<file path="config.mk">
export PLATFORM = sky130hd
export DESIGN_NAME = per_channel_max_tone_mapper
export DESIGN_NICKNAME = d
export VERILOG_FILES = /design/src/rtl/pcmtm_pkg.sv /design/src/rtl/pcmtm_front.sv /design/src/rtl/pcmtm_back.sv /design/src/rtl/per_channel_max_tone_mapper.sv
export SDC_FILE = /design/constraint.sdc
export NUM_CORES = 1
export LEC_CHECK = 0
export ABC_AREA = 1
export BUFFER_PORTS_ARGS = -buffer_cell sky130_fd_sc_hd__buf_2
export CAP_MARGIN = 25
export CORE_ASPECT_RATIO = 1.25
export CORE_MARGIN = 5
export CORE_UTILIZATION = 50
export DETAILED_ROUTE_END_ITERATION = 10
export HOLD_SLACK_MARGIN = 0.1
export PLACE_DENSITY = 0.64
export SYNTH_ARGS = -nofsm -noshare
export SYNTH_HDL_FRONTEND = slang
export SYNTH_SLANG_ARGS = --single-unit
</file>
<file path="constraint.sdc">
create_clock -name clk -period 33.1 [get_ports clk]
set_clock_uncertainty 0.05 [all_clocks]
set_input_delay 6.62 -clock clk [delete_from_list [all_inputs] [get_ports clk]]
set_output_delay 6.62 -clock clk [all_outputs]
set_load 0.01 [all_outputs]
</file>
<file path="src/rtl/pcmtm_pkg.sv">
package pcmtm_pkg;

  localparam int FIELD_W = 24;
  localparam int BYTE_W = 8;

  typedef enum logic {
    OP_MEASURE = 1'b0,
    OP_MAP     = 1'b1
  } op_t;

  typedef enum logic {
    MODE_SAT = 1'b0,
    MODE_LIN = 1'b1
  } mode_t;

  typedef struct packed {
    logic                op;
    logic                first;
    logic [FIELD_W-1:0]  red_in;
    logic [FIELD_W-1:0]  green_in;
    logic [FIELD_W-1:0]  blue_in;
  } pix_in_t;

  typedef struct packed {
    logic [BYTE_W-1:0] red_out;
    logic [BYTE_W-1:0] green_out;
    logic [BYTE_W-1:0] blue_out;
    logic [BYTE_W-1:0] alpha_out;
  } pix_out_t;

  // one queued map job: masked raw values and the maxima they divide by
  typedef struct packed {
    logic                lin;
    logic [FIELD_W-1:0]  r;
    logic [FIELD_W-1:0]  g;
    logic [FIELD_W-1:0]  b;
    logic [FIELD_W-1:0]  mr;
    logic [FIELD_W-1:0]  mg;
    logic [FIELD_W-1:0]  mb;
  } job_t;

endpackage

</file>
<file path="src/rtl/pcmtm_front.sv">
module pcmtm_front
  import pcmtm_pkg::*;
#(
  parameter int VAL_BITS = 24
) (
  input  logic    clk,
  input  logic    rst,
  input  logic    in_valid,
  output logic    in_ready,
  input  pix_in_t in_data,
  input  logic    mode,
  output logic    job_valid,
  input  logic    job_ready,
  output job_t    job
);

  logic [FIELD_W-1:0] max_red, max_green, max_blue;
  logic [FIELD_W-1:0] mask, r, g, b, br, bg, bb;
  logic               full;
  job_t               slot;

  assign mask = (VAL_BITS >= FIELD_W) ? '1 : FIELD_W'((64'd1 << VAL_BITS) - 64'd1);
  assign r = in_data.red_in & mask;
  assign g = in_data.green_in & mask;
  assign b = in_data.blue_in & mask;
  assign br = in_data.first ? '0 : max_red;
  assign bg = in_data.first ? '0 : max_green;
  assign bb = in_data.first ? '0 : max_blue;

  // single-entry queue; map items wait here, measure items never enter
  assign in_ready = !full || job_ready;
  assign job_valid = full;
  assign job = slot;

  always_ff @(posedge clk) begin
    if (rst) begin
      full <= 1'b0;
      max_red <= '0;
      max_green <= '0;
      max_blue <= '0;
    end else begin
      if (in_valid && in_ready && in_data.op == OP_MAP) full <= 1'b1;
      else if (job_ready) full <= 1'b0;
      if (in_valid && in_ready) begin
        if (in_data.op == OP_MEASURE) begin
          max_red <= (r > br) ? r : br;
          max_green <= (g > bg) ? g : bg;
          max_blue <= (b > bb) ? b : bb;
        end else begin
          slot <= '{lin: mode, r: r, g: g, b: b, mr: max_red, mg: max_green, mb: max_blue};
        end
      end
    end
  end

endmodule

</file>
<file path="src/rtl/pcmtm_back.sv">
module pcmtm_back
  import pcmtm_pkg::*;
#(
  parameter int FRAC_BITS = 16
) (
  input  logic     clk,
  input  logic     rst,
  input  logic     job_valid,
  output logic     job_ready,
  input  job_t     job,
  output logic     out_valid,
  input  logic     out_ready,
  output pix_out_t out_data
);

  localparam int NUM_W = FIELD_W + BYTE_W;
  localparam int CNT_W = $clog2(NUM_W + 1);

  typedef enum logic [2:0] {
    S_IDLE = 3'b001,
    S_DIV  = 3'b010,
    S_OUT  = 3'b100
  } state_t;

  state_t             state;
  logic [CNT_W-1:0]   cnt;
  logic [NUM_W-1:0]   nr, ng, nb;
  logic [FIELD_W:0]   rr, rg, rb;
  logic [FIELD_W-1:0] dr, dg, db;
  logic [NUM_W-1:0]   qr, qg, qb;
  logic [NUM_W-1:0]   sr, sg, sb;
  logic [2:0]         use_div;
  logic [FIELD_W:0]   tr, tg, tb;

  function automatic logic [BYTE_W-1:0] clamp(input logic [NUM_W-1:0] v);
    clamp = (v > NUM_W'(255)) ? 8'hff : v[BYTE_W-1:0];
  endfunction

  function automatic logic [NUM_W-1:0] times255(input logic [FIELD_W-1:0] v);
    times255 = (NUM_W'(v) << 8) - NUM_W'(v);
  endfunction

  // restoring division, one quotient bit per channel per cycle
  assign tr = {rr[FIELD_W-1:0], nr[NUM_W-1]};
  assign tg = {rg[FIELD_W-1:0], ng[NUM_W-1]};
  assign tb = {rb[FIELD_W-1:0], nb[NUM_W-1]};

  assign job_ready = (state == S_IDLE);
  assign out_valid = (state == S_OUT);

  always_ff @(posedge clk) begin
    if (rst) begin
      state <= S_IDLE;
    end else begin
      case (state)
        S_IDLE: begin
          if (job_valid) begin
            nr <= times255(job.r);
            ng <= times255(job.g);
            nb <= times255(job.b);
            sr <= times255(job.r) >> FRAC_BITS;
            sg <= times255(job.g) >> FRAC_BITS;
            sb <= times255(job.b) >> FRAC_BITS;
            dr <= job.mr;
            dg <= job.mg;
            db <= job.mb;
            use_div <= {job.lin && job.mr != '0, job.lin && job.mg != '0,
                        job.lin && job.mb != '0};
            rr <= '0;
            rg <= '0;
            rb <= '0;
            cnt <= CNT_W'(NUM_W);
            state <= S_DIV;
          end
        end
        S_DIV: begin
          rr <= (tr >= {1'b0, dr}) ? tr - {1'b0, dr} : tr;
          rg <= (tg >= {1'b0, dg}) ? tg - {1'b0, dg} : tg;
          rb <= (tb >= {1'b0, db}) ? tb - {1'b0, db} : tb;
          nr <= {nr[NUM_W-2:0], 1'b0};
          ng <= {ng[NUM_W-2:0], 1'b0};
          nb <= {nb[NUM_W-2:0], 1'b0};
          qr <= {qr[NUM_W-2:0], tr >= {1'b0, dr}};
          qg <= {qg[NUM_W-2:0], tg >= {1'b0, dg}};
          qb <= {qb[NUM_W-2:0], tb >= {1'b0, db}};
          cnt <= cnt - CNT_W'(1);
          if (cnt == CNT_W'(1)) state <= S_OUT;
        end
        S_OUT: begin
          if (out_ready) state <= S_IDLE;
        end
        default: state <= S_IDLE;
      endcase
    end
  end

  always_comb begin
    out_data.red_out = clamp(use_div[2] ? qr : sr);
    out_data.green_out = clamp(use_div[1] ? qg : sg);
    out_data.blue_out = clamp(use_div[0] ? qb : sb);
    out_data.alpha_out = 8'hff;
  end

endmodule

</file>
<file path="src/rtl/per_channel_max_tone_mapper.sv">
// channel  dir  handshake            payload
// in       in   in_valid/in_ready    pix_in_t
// out      out  out_valid/out_ready  pix_out_t
// cfg      in   cfg_valid/cfg_ready  mode bit
// measure items update the maxima in the front part
// map items go through the back part: loaded in idle, then the bit-serial divider, then output
// one map item can wait in the queue while the divider works
// input stalls while a map item waits in the queue and the back part is busy
// rst is synchronous: maxima zero, mode saturate, queue and output empty
module per_channel_max_tone_mapper
  import pcmtm_pkg::*;
#(
  parameter int FRAC_BITS = 16,
  parameter int INT_BITS = 8
) (
  input  logic     clk,
  input  logic     rst,
  input  logic     in_valid,
  output logic     in_ready,
  input  pix_in_t  in_data,
  output logic     out_valid,
  input  logic     out_ready,
  output pix_out_t out_data,
  input  logic     cfg_valid,
  output logic     cfg_ready,
  input  logic     cfg_data
);

  logic mode;
  logic job_valid, job_ready;
  job_t job;

  assign cfg_ready = 1'b1;

  always_ff @(posedge clk) begin
    if (rst) mode <= MODE_SAT;
    else if (cfg_valid) mode <= cfg_data;
  end

  pcmtm_front #(.VAL_BITS(INT_BITS + FRAC_BITS)) u_front (
    .clk, .rst, .in_valid, .in_ready, .in_data, .mode,
    .job_valid, .job_ready, .job
  );

  pcmtm_back #(.FRAC_BITS(FRAC_BITS)) u_back (
    .clk, .rst, .job_valid, .job_ready, .job,
    .out_valid, .out_ready, .out_data
  );

  a_alpha: assert property (@(posedge clk) disable iff (rst)
    out_valid |-> out_data.alpha_out == 8'hff) else $error("alpha not 255");
  a_hold: assert property (@(posedge clk) disable iff (rst)
    out_valid && !out_ready |=> out_valid && $stable(out_data)) else $error("output dropped");
  a_queue: assert property (@(posedge clk) disable iff (rst)
    job_valid && !job_ready |=> job_valid) else $error("queued job lost");

endmodule

</file>
# == Word level (Yosys, flattened, before mapping) ==
# Index checks and enable logic that the tools add are counted.
# classes
addsub,7
order_cmp,9
mux,33
eq_ne,7
reduce_logical,18
bitwise_logic,2
# op_table
operator,n
$mux W24,10
$mux W32,6
$pmux W32 S2,3
$pmux W24 S2,3
$gt A32 B8 Y1 const B,3
$sub A32 B24 Y32,3
$ge A25 B24 Y1,3
$gt A24 B24 Y1,3
$reduce_bool A24 Y1,3
$sub A24 B24 Y24,3
$mux W8,3
$pmux W6 S2,1
$reduce_and A3 Y1,4
$mux W3,3
$pmux W3 S3,1
$eq A6 B1 Y1 const B,1
$mux W6,1
$sub A6 B1 Y6 const B,1
$logic_and A1 B1 Y1,5
$ne A2 B1 Y1 const B,2
$reduce_and A2 Y1,2
$reduce_bool A2 Y1,2
$eq A3 B1 Y1 const B,1
$eq A3 B2 Y1 const B,1
other kinds (6),8
# word_totals
output_inout_bits,35
regBits,615

# == Longest topological paths before layout ==
# Gate-level depths: netlist of the first run.
# depth
word_depth,5
mapped_depth,19

# == By module ==
# A second synthesis of the first run with hierarchy kept.
# unflattened
hier_cells,4825
hier_area_um2,37468.4
# by_module_without_submodules
module,seq_area_each_um2,area_per_inst_um2,instances,cells_each
pcmtm_back,11861.4,27337.5,1,3772
pcmtm_front,5815.6,10074.7,1,1044
per_channel_max_tone_mapper,20.0,56.3,1,9

# == Least setup slack after synthesis of the first run ==
# No wires, ideal clock.
# synth_timing
path_kind,in2reg
startpoint,in rst
endpoint,"reg u_back.cnt[0], enable pin"
t_required_ns,32.284
slack_ns,16.918
setup_ns,0.766
arrival_time_ns,15.366
n_path_buf,2
cell_stages,3
path_cell_list,clkbuf_1 clkbuf_1 a21oi_1
# synth_via
elab_chain_len,2
# synth_rtl
item,line_no,rtl
from (decl),per_channel_max_tone_mapper.sv:17,"input logic rst,"
$not A1 Y1 (no line),-,
$reduce_and A3 Y1 (no line),-,
to (signal assigned),pcmtm_back.sv:72,cnt <= CNT_W'(NUM_W);
to (signal assigned),pcmtm_back.sv:86,cnt <= cnt - CNT_W'(1);
to (decl),pcmtm_back.sv:26,logic [CNT_W-1:0] cnt;
# No other way between the ends.
# A chain may end at the register's enable or synchronous reset.

==> metrics.md, run 1 <==
| Metric | Value |
|---|---|
| Top_reg_cell synth | sky130_fd_sc_hd__edfxtp_1 |
| Antenna violations before repair | 5 |
| Top Ports | 115 |
| Synth top cells by count | sky130_fd_sc_hd__nand2_1 (1,221), sky130_fd_sc_hd__inv_1 (656), sky130_fd_sc_hd__edfxtp_1 (538), sky130_fd_sc_hd__nor2_1 (470), sky130_fd_sc_hd__nand3_1 (358) |
| Vias in the first global route | 27.9k |
| Library cell used as clock root buffer | sky130_fd_sc_hd__clkbuf_16 |
| Antenna Nets Post-Route | 0 |
| Number of setup buffers added after CTS | 0 |
| Count of mapped cells out of synthesis | 4,407 |
| Area growth from synthesis to layout | 9.54% |
| Critical Path AT | 2980 ps |
| Final period utilization | 0.292 |
| Depth of the worst register-to-register path | 6 |
| Total number of placement rows | 110 |
| Peak supply drop | 0.0396 mV |
| Minimum clock period after layout | 9650 ps |
| Post-Route WL | 93.6 mm |
| Sequential area share after synthesis | 0.491 |
| Wire length per cell | 17.0 µm |
| Ratio of cells with drive above 1 in the final layout | 0.0651 |
| Die W | 250 µm |
| DRC violations left | 0 |
| Worst slack after detailed placement | 22,910 ps |
| GR Overflow Total | 0 |
| Leakage power total | 0.0169 µW |
| Max cap viols | 0 |
| Count of flip-flops with a built-in enable after synthesis | 538 |
| Element type at the critical path end | output pin |
| Port Buf Inserts | 105 |
| Area share of the largest cell type after synthesis | 0.448 |
| HPWL after DPL | 68.9 mm |
| Synth unique cells | 43 |
| Die outline area | 77,600 µm² |
| Maximum fanout count along the critical path | 10 |
| Number of vias after detailed routing | 28.9k |
| Peak clock frequency supported by timing | 0.104 GHz |
| Most frequent cell after synthesis | sky130_fd_sc_hd__nand2_1 |
| CTS Hold Bufs | 0 |
| Number of stages on the worst hold path | 0 |
| Leading post-synthesis cells by cell area | sky130_fd_sc_hd__edfxtp_1 (45%), sky130_fd_sc_hd__nand2_1 (13%), sky130_fd_sc_hd__ha_1 (6.8%) |
| Total number of yosys warnings | 0 |
| Required time worst endpoint | 26,430 ps |
| Resized Gates After CTS | 0 |
| Insertion delay to the later sink of the worst-skew pair | 660 ps |
| Largest net degree at the start of global routing | 175 |
| Yosys top cell by area | sky130_fd_sc_hd__edfxtp_1 |
| TritonCTS Sinks | 615 |
| Worst-path cell with the longest stage delay | sky130_fd_sc_hd__edfxtp_1 |
| Pin slew with the least headroom to its limit | 1040 ps |
| Initial DRC Count | 1,880 |
| Final number of setup-violating endpoints | 0 |
| Total count of hold-check failures in the final report | 0 |
| Run status | finished, final reports clean |
| Max-slew violations | 0 |
| Critical Path Start Type | flip-flop |
| Total power density per cell area | 45.0 nW/µm² |
| Pre-Repair DR Iteration Count | 6 |
| CORE AREA | 71,800 µm² |
| Mapped Avg Cell Area | 8.18 µm² |
| Initial Utilization | 0.502 |
| Clk pin slew, worst setup/hold paths | 60 ps |
| Final core area utilization | 0.550 |
| Setup TNS | 0 ps |
| FFs w/ async S/R, synth | 0 |
| Routability congestion estimate from global placement | 0.955 |
| Number of clock buffers inserted by TritonCTS | 60 |
| Die Height | 310 µm |
| Total Routing Usage GR | 0.234 |
| Post-layout net count | 4,773 |
| Post-synthesis cell area | 36,100 µm² |
| Per-cell via count in the routed design | 5.25 |
| Relative slew slack | 0.308 |
| Maximum buffer depth of the clock tree | 3 |
| Critical path type | flip-flop to output pin |
| Maximum single-stage delay on the critical path | 600 ps |
| Global-route wire length before repair | 148 mm |
| Register bit total from synthesis | 615 |
| Crit-path cells | clkinv_1, nor2_1, nand2_1, o41ai_1, nand3_1, o21ai_1, nand3_1, buf_2 |
| Worst Slack Setup Final | 23,450 ps |
| Htree depth | 2 |
| Cell with the most instances on the worst path | sky130_fd_sc_hd__nand3_1 |
| CTS tree | done |
| Path category of the worst min-delay check | flip-flop to flip-flop |
| RSZ-0062 raised after global routing | false |
## sequential cells by signal, summed over array words and instances, names as in the netlist, 32 cells and up
register	cells
u_back.nb	32
u_back.ng	32
u_back.nr	32
u_back.qb	32
u_back.qg	32
u_back.qr	32
u_front.job	145
## cells in the final DEF (no fill, tap or decap), drive strengths merged
cell	synthesis	routed
o41ai	3	3
a21o	7	7
inv	662	664
or2	19	19
bufinv	0	9
diode	0	3
o21ai	130	130
o21a	10	10
nor2	476	476
clkinv	4	29
a21boi	4	4
nor4	34	34
fa	3	3
dfxtp	77	77
o21bai	9	9
nand2	1237	1237
xnor2	29	29
a31oi	5	5
nor3	50	50
clkbuf	40	69
conb	1	9
and3	2	2
nand4	94	94
buf	65	121
a21oi	250	250
edfxtp	538	538
xor2	12	12
nand3	369	369
nand3b	30	30
and2	47	47
clkinvlp	0	8
o31ai	3	3
ha	197	197
## cell families (layout without fill, tap and decap cells)
group                      count (synthesis)  count (layout)  share of synthesized area
AOI/OAI and AO/OA                        421             421                     0.0627
xor gates and xnor gates                  41              41                    0.00996
adders and majority gates                200             200                     0.0700
buffers and inverters                    771             900                     0.0851
DFF                                      615             615                      0.491
other                                      1              12                   0.000104
and+or+nand+nor                         2358            2358                      0.281
## area by class of cell
cell class,count,area (µm²)
Fill cell,6877,32300
Clock inverter,44,510
Timing Repair Buffer,121,673
Multi-Input combinational cell,3029,15400
Antenna cell,3,7.51
Sequential cell,615,17700
Tap cell,952,1190
Inverter,666,2500
Clock buffer,69,1560
## where the power goes
group / switching, µW / internal [µW]
Sequential: 13.2 / 867
Combinational: 121 / 57.9
Clock: 309 / 410
## worst paths after layout
path	from	endpoint	slack, ps
worst max-delay path	u_back.use_div[2]	out_data[31]	23450
worst min-delay path	u_front.max_blue[14]	u_front.job[14]	380
worst max register to register	u_back.state[1]	u_back.qg[6]	29450
worst min register to register	u_front.max_blue[14]	u_front.job[14]	380
## stage by stage
step | area (µm²) | power [µW] | instances | hold WS [ps]
floorplan | 36100 | 1030 | 4415 | 353
global placement | 37400 | 1070 | 5382 | 362
detailed placement | 37400 | 1070 | 5382 | 362
CTS | 39500 | 1800 | 5495 | 380
global route | 39500 | 1860 | 5499 | 387
finish | 39500 | 1780 | 5499 | 380
## critical path, delay by kind of cell, from the launching register on
family / cells / cell delay (ps)
buffers and inverters: 2 / 590
AOI/OAI and AO/OA: 2 / 440
DFF: 1 / 600
and+or+nand+nor: 4 / 700
## routing by layer
layer / routed length (µm) / track usage
met5: 0 / 0
met4: 2610 / 0.0666
met3: 3870 / 0.0288
met1: 41000 / 0.301
met2: 46100 / 0.419
No activity file was read; power rests on OpenSTA's default activity.
==> run 2, diff against run 1 <==
Settings changed: ABC_AREA 1 to 0, PLACE_DENSITY 0.64 to 0.67.
Clock period 33.1 ns to 8.3 ns, I/O delays scaled along.
==> run 2 against run 1 <==
Against the previous run:
- sequential share of layout area rose by 4.5 points
- cell count fell by 30%
- largest cell class unchanged
- critical path depth fell by 3
- critical path type unchanged
- largest power group unchanged
- utilization rose by 0.83 points
- hold slack improved by 15 ps
- critical endpoint is now out_data[23]
==> metrics.md, run 2 <==
| Metric | Value |
|---|---|
| Number of stages on the worst hold path | 0 |
| Clk pin slew, worst setup/hold paths | 70 ps |
| Initial DRC Count | 1,387 |
| Area share of the largest cell type after synthesis | 0.500 |
| HPWL after DPL | 51.8 mm |
| Htree depth | 2 |
| Max-slew violations | 0 |
| CP Buf/Inv Count | 1 |
| Maximum fanout count along the critical path | 10 |
| Post-synthesis cell area | 32,300 µm² |
| Worst-path cell with the longest stage delay | sky130_fd_sc_hd__edfxtp_1 |
| Maximum single-stage delay on the critical path | 780 ps |
| Final number of setup-violating endpoints | 0 |
| Register bit total from synthesis | 615 |
| Count of mapped cells out of synthesis | 2,843 |
| Synth unique cells | 99 |
| Library cell used as clock root buffer | sky130_fd_sc_hd__clkbuf_16 |
| Fraction of the mapped netlist area in simple logic gates | 0.142 |
| Critical Path Start Type | flip-flop |
| Leakage power total | 0.0139 µW |
| Number of setup buffers added after CTS | 0 |
| Proportion of total power due to net switching | 0.227 |
| Total count of hold-check failures in the final report | 0 |
| Post-route worst hold slack | 395 ps |
| Internal power of the cells | 5360 µW |
| Element type at the critical path end | output pin |
| Top Ports | 115 |
| CTS tree | done |
| Proportion of synthesized area in mux cells | 0.0458 |
| Sequential area share after synthesis | 0.547 |
| Number of clock buffers inserted by TritonCTS | 61 |
| Total power density per cell area | 193 nW/µm² |
| Port Buf Inserts | 105 |
| Global-route wire length before repair | 117 mm |
| Insertion delay to the later sink of the worst-skew pair | 650 ps |
| Critical hold path startpoint | u_front.job[48] |
| Vias in the first global route | 22.2k |
| Peak clock frequency supported by timing | 0.224 GHz |
| Number of fill cells | 5,432 |
| Die outline area | 69,900 µm² |
| Resized Gates After CTS | 0 |
| Wire length per cell | 18.9 µm |
| Crit-path cells | nor4b_1, nand4_1, o21ai_1, nand2_1, buf_2 |
| Most common cell after layout, fill and taps aside | sky130_fd_sc_hd__edfxtp_1 |
| Combinational family with the most area after synthesis | simple AND/OR/NAND/NOR gates |
| Critical path type | flip-flop to output pin |
| Initial Utilization | 0.503 |
| Count of flip-flops with a built-in enable after synthesis | 538 |
| Top_reg_cell synth | sky130_fd_sc_hd__edfxtp_1 |
| Reg2reg setup slack | 4780 ps |
| Clock network power share | 0.425 |
| Antenna Nets Post-Route | 0 |
| Per-cell via count in the routed design | 5.71 |
| DRC violations left | 0 |
| Largest net degree at the start of global routing | 95 |
| CP delay by family, top | flip-flops |
| Die Height | 294 µm |
| Die W | 237 µm |
| Leading post-synthesis cells by cell area | sky130_fd_sc_hd__edfxtp_1 (50%), sky130_fd_sc_hd__ha_1 (7.6%), sky130_fd_sc_hd__dfxtp_1 (4.8%) |
| Maximum buffer depth of the clock tree | 3 |
| Pin slew with the least headroom to its limit | 988 ps |
| Area growth from synthesis to layout | 10.9% |
| Minimum clock period after layout | 4470 ps |
| RSZ-0062 raised after global routing | false |
| CTS Hold Bufs | 0 |
| Path category of the worst min-delay check | flip-flop to flip-flop |
| Total number of placement rows | 104 |
| Max FFs per register | 145 |
| Depth of the worst register-to-register path | 11 |
| XOR/XNOR share of the synthesized area | 0.0349 |
| Run status | finished, final reports clean |
| Final period utilization | 0.539 |
| Launching point of the worst reg2reg path | u_back.db[14] |
| Post-Route WL | 72.6 mm |
| Relative slew slack | 0.340 |
| Max cap viols | 0 |
| Required time worst endpoint | 6590 ps |
| R2r endpoint | u_back.rb[13] |
| Most frequent cell after synthesis | sky130_fd_sc_hd__edfxtp_1 |
| Yosys top cell by area | sky130_fd_sc_hd__edfxtp_1 |
| Setup TNS | 0 ps |
| Most used cells in the layout excluding fill and tap cells | sky130_fd_sc_hd__edfxtp_1 (538), sky130_fd_sc_hd__nand2_1 (270), sky130_fd_sc_hd__ha_1 (197), sky130_fd_sc_hd__a21oi_1 (182), sky130_fd_sc_hd__nor2_1 (176) |
| Mapped Avg Cell Area | 11.4 µm² |
| Pre-Repair DR Iteration Count | 5 |
| Total Routing Usage GR | 0.204 |
| Number of vias after detailed routing | 21.9k |
| Cell depth of the worst setup path | 5 |
| Post-layout net count | 3,215 |
| Switching Power | 1570 µW |
| FFs w/ async S/R, synth | 0 |
| Ratio of cells with drive above 1 in the final layout | 0.105 |
| Routability congestion estimate from global placement | 0.892 |
| Sequential Power Share | 0.501 |
| Antenna violations before repair | 2 |
| GR Overflow Total | 0 |
| Fraction of the mapped netlist area in adder cells | 0.0781 |
| Critical Path AT | 2760 ps |
| Peak supply drop | 0.144 mV |
| CORE AREA | 64,300 µm² |
| TritonCTS Sinks | 615 |
| Worst Hold End | u_back.dr[0] |
| Synth top cells by count | sky130_fd_sc_hd__edfxtp_1 (538), sky130_fd_sc_hd__nand2_1 (270), sky130_fd_sc_hd__ha_1 (197), sky130_fd_sc_hd__a21oi_1 (184), sky130_fd_sc_hd__nor2_1 (178) |
| Total number of yosys warnings | 0 |
| Synth Area in Compound Gates | 0.117 |
| Combinational share of power | 0.074 |
run 2: through the flow:
step                worst slack (ps)  instance area, µm²  instances  utilization  total power [µW]
floorplan                        147               32400       2851            -              3900
global placement                3550               33700       3719        0.524              4030
detailed placement              3420               33700       3719        0.524              4050
CTS                             3710               35900       3835        0.558              7000
global route                    3570               35900       3837        0.558              7190
finish                          3830               35900       3838        0.558              6930
run 2: worst max path at each step:
stage / slack, ps / to / from
3_3_place_gp: 3550 / u_front.max_green[3] / in_data[72]
5_1_grt: 3570 / out_data[8] / u_back.use_div[0]
2_1_floorplan: 150 / u_front.job[0] / rst
3_5_place_dp: 3420 / u_front.max_green[10] / in_data[72]
4_1_cts: 3710 / out_data[8] / u_back.use_div[0]
6_report: 3830 / out_data[23] / u_back.use_div[1]
run 2: cell families (layout without fill, tap and decap cells):
kind of cell               after synthesis  in the layout
adders and majority gates              200            200
buffers and inverters                  277            414
and+or+nand+nor                        908            908
other                                    1             11
DFF                                    615            615
AOI/OAI and AO/OA                      569            569
muxes                                  144            144
xor gates and xnor gates               129            129
run 2: worst reg2reg max path: stages, from the launching register on:
cell and delay, ps:
sky130_fd_sc_hd__edfxtp_1 320, sky130_fd_sc_hd__inv_1 70, sky130_fd_sc_hd__ha_1 440, sky130_fd_sc_hd__nand3_1 130
sky130_fd_sc_hd__nor3b_1 310, sky130_fd_sc_hd__nand3b_1 110, sky130_fd_sc_hd__o2bb2ai_1 320, sky130_fd_sc_hd__o21a_1 280
sky130_fd_sc_hd__o211a_1 680, sky130_fd_sc_hd__nor2_1 150, sky130_fd_sc_hd__inv_2 240, sky130_fd_sc_hd__a211oi_1 120
run 2: area by class of cell:
cell class,count,area (µm²),area share
Sequential cell,615,17700,0.493
Multi-Input combinational cell,1959,13600,0.378
Clock buffer,87,1810,0.0505
Tap cell,848,1060,0.0296
Timing Repair Buffer,125,701,0.0195
Inverter,173,652,0.0182
Clock inverter,29,374,0.0104
Antenna cell,2,5.00,0.000139
run 2: layer usage:
layer  vias up  track usage  wire length, µm
met5         -            0                8
met4         2       0.0708             2520
met3       155       0.0301             3050
met2       492        0.362            36400
met1     10700        0.256            30600
li1      10600            -                -
run 2: power groups by stage:
stage / clock network [µW] / logic, µW / registers, µW
finish: 2940 / 514 / 3470
global route: 3140 / 573 / 3480
CTS: 3010 / 515 / 3470
detailed placement: 0 / 512 / 3540
global placement: 0 / 495 / 3540
floorplan: 0 / 375 / 3530
==> run 3, diff against run 2 <==
Settings changed: PLACE_DENSITY 0.67 to 0.65.
Clock period 8.3 ns to 4.4 ns, I/O delays scaled along.
==> run 3 against run 2 <==
Against the previous run:
- sequential power rose by 89%
- register-to-register slack worse by 3900 ps
- power up 85%
- clock power grew 80%
- via count fell by 0.20%
- routed wire length up 2.2%
- non-clock buffer count grew 18
- global-route usage grew 0.38 points
- count of clock-buffer cells in the layout decreased by 6
- cell count rose by 0.29%
- combinational power is 93% higher
==> metrics.md, run 3 (same netlist as run 2, synthesis figures left out) <==
| Metric | Value |
|---|---|
| GR Overflow Total | 0 |
| Final period utilization | 0.857 |
| Clock network power share | 0.412 |
| Clk pin slew, worst setup/hold paths | 70 ps |
| Minimum clock period after layout | 3770 ps |
| Combinational share of power | 0.077 |
| Critical Path AT | 2840 ps |
| Total count of hold-check failures in the final report | 0 |
| Worst slack after detailed placement | 437 ps |
| Placement Cell Area | 34,000 µm² |
| Pin slew with the least headroom to its limit | 1030 ps |
| Internal power of the cells | 9970 µW |
| Run status | finished, final reports clean |
| TritonCTS Sinks | 615 |
| Per-cell via count in the routed design | 5.68 |
| HPWL after DPL | 54.0 mm |
| CTS tree | done |
| Initial DRC Count | 1,479 |
| Insertion delay to the later sink of the worst-skew pair | 620 ps |
| Maximum buffer depth of the clock tree | 3 |
| Switching Power | 2860 µW |
| Placed Cells incl. Taps | 3,737 |
| Largest net degree at the start of global routing | 124 |
| Post-layout net count | 3,231 |
| Ratio of cells with drive above 1 in the final layout | 0.108 |
| CTS Hold Bufs | 0 |
| Worst-path cell with the longest stage delay | sky130_fd_sc_hd__edfxtp_1 |
| Pre-Repair DR Iteration Count | 6 |
| Wire length per cell | 19.3 µm |
| Final number of setup-violating endpoints | 0 |
| Peak clock frequency supported by timing | 0.265 GHz |
| Total Routing Usage GR | 0.208 |
| Crit-path cells | nor4b_1, nand4_1, o21ai_1, nand2_1, buf_2 |
| Maximum fanout count along the critical path | 10 |
| Final Instance Count excl. Fillers | 3,849 |
| Vias in the first global route | 21.9k |
| Max FFs per register | 145 |
| Library cell used as clock root buffer | sky130_fd_sc_hd__clkbuf_16 |
| Path category of the worst min-delay check | flip-flop to flip-flop |
| Antenna violations before repair | 3 |
| Layout Cell Area excl Fill | 36,000 µm² |
| Critical path type | flip-flop to output pin |
| Die W | 237 µm |
| Leakage power total | 0.0140 µW |
| Post-Route WL | 74.2 mm |
| Element type at the critical path end | output pin |
| CP Buf/Inv Count | 1 |
| Global-route wire length before repair | 118 mm |
| Total power density per cell area | 356 nW/µm² |
| CP delay by family, top | flip-flops |
| Htree depth | 2 |
| Die outline area | 69,900 µm² |
| Relative slew slack | 0.312 |
| Number of setup buffers added after CTS | 0 |
| Antenna Nets Post-Route | 0 |
| Total number of placement rows | 104 |
| Most common cell after layout, fill and taps aside | sky130_fd_sc_hd__edfxtp_1 |
| DRC violations left | 0 |
| Sequential Power Share | 0.511 |
| Routability congestion estimate from global placement | 0.933 |
| Resized Gates After CTS | 0 |
| Number of clock buffers inserted by TritonCTS | 59 |
| Area growth from synthesis to layout | 11.4% |
| Peak supply drop | 0.343 mV |
| Top Ports | 115 |
| Max-slew violations | 0 |
| Critical Path Start Type | flip-flop |
| Most used cells in the layout excluding fill and tap cells | sky130_fd_sc_hd__edfxtp_1 (538), sky130_fd_sc_hd__nand2_1 (269), sky130_fd_sc_hd__ha_1 (197), sky130_fd_sc_hd__a21oi_1 (182), sky130_fd_sc_hd__nor2_1 (176) |
| CORE AREA | 64,300 µm² |
| Number of vias after detailed routing | 21.9k |
| Required time worst endpoint | 3470 ps |
| RSZ-0062 raised after global routing | false |
| Die Height | 294 µm |
| Worst Slack Setup Final | 627 ps |
| Max cap viols | 0 |
| Proportion of total power due to net switching | 0.223 |
| Port Buf Inserts | 105 |
| Maximum single-stage delay on the critical path | 780 ps |
| Initial Utilization | 0.503 |
==> run 3: cell count changes in the layout (fill, tap and decap cells not counted), sizes merged <==
cell | previous run | this run
inv | 175 | 176
bufinv | 6 | 7
buf | 125 | 143
clkinv | 18 | 16
diode | 2 | 1
clkbuf | 87 | 81
==> run 3: layout make-up <==
cell class,count,area (µm²)
fill,5511,28300
sequential,615,17700
multi-input combinational,1959,13600
clock buffer,81,1690
tap,848,1060
timing repair buffer,143,1010
inverter,173,652
clock inverter,29,340
antenna,1,2.50
==> run 3: power by group through the flow <==
stage	clock network (µW)	logic (µW)	registers (µW)
floorplan	0	712	6650
CTS	5430	997	6550
finish	5290	993	6550
global placement	0	962	6670
global route	5670	1100	6560
detailed placement	0	991	6680
==> run 3: per-stage QoR <==
stage	util	hold WS [ps]	total power [µW]	TNS (ps)
6_report	0.560	392	12800	0
5_1_grt	0.560	399	13300	0
4_1_cts	0.560	395	13000	0
3_5_place_dp	0.529	384	7670	0
3_3_place_gp	0.528	381	7640	0
2_1_floorplan	-	358	7360	-154540
==> run 3: worst paths after layout <==
check | start | to | slack, ps | cells past startpoint
worst max register to register | u_back.dr[1] | u_back.rr[9] | 910 | 11
worst min register to register | mode | u_front.job[144] | 390 | 0
worst min-delay path | mode | u_front.job[144] | 390 | 0
worst max-delay path | u_back.use_div[2] | out_data[31] | 630 | 5
==> run 3: metal layers <==
metal | GRT usage | part of all wire | vias to the layer above
li1 | - | - | 10600
met1 | 0.262 | 0.42 | 10600
met2 | 0.374 | 0.51 | 464
met3 | 0.0273 | 0.041 | 141
met4 | 0.0646 | 0.031 | 2
met5 | 0 | 0.00018 | -
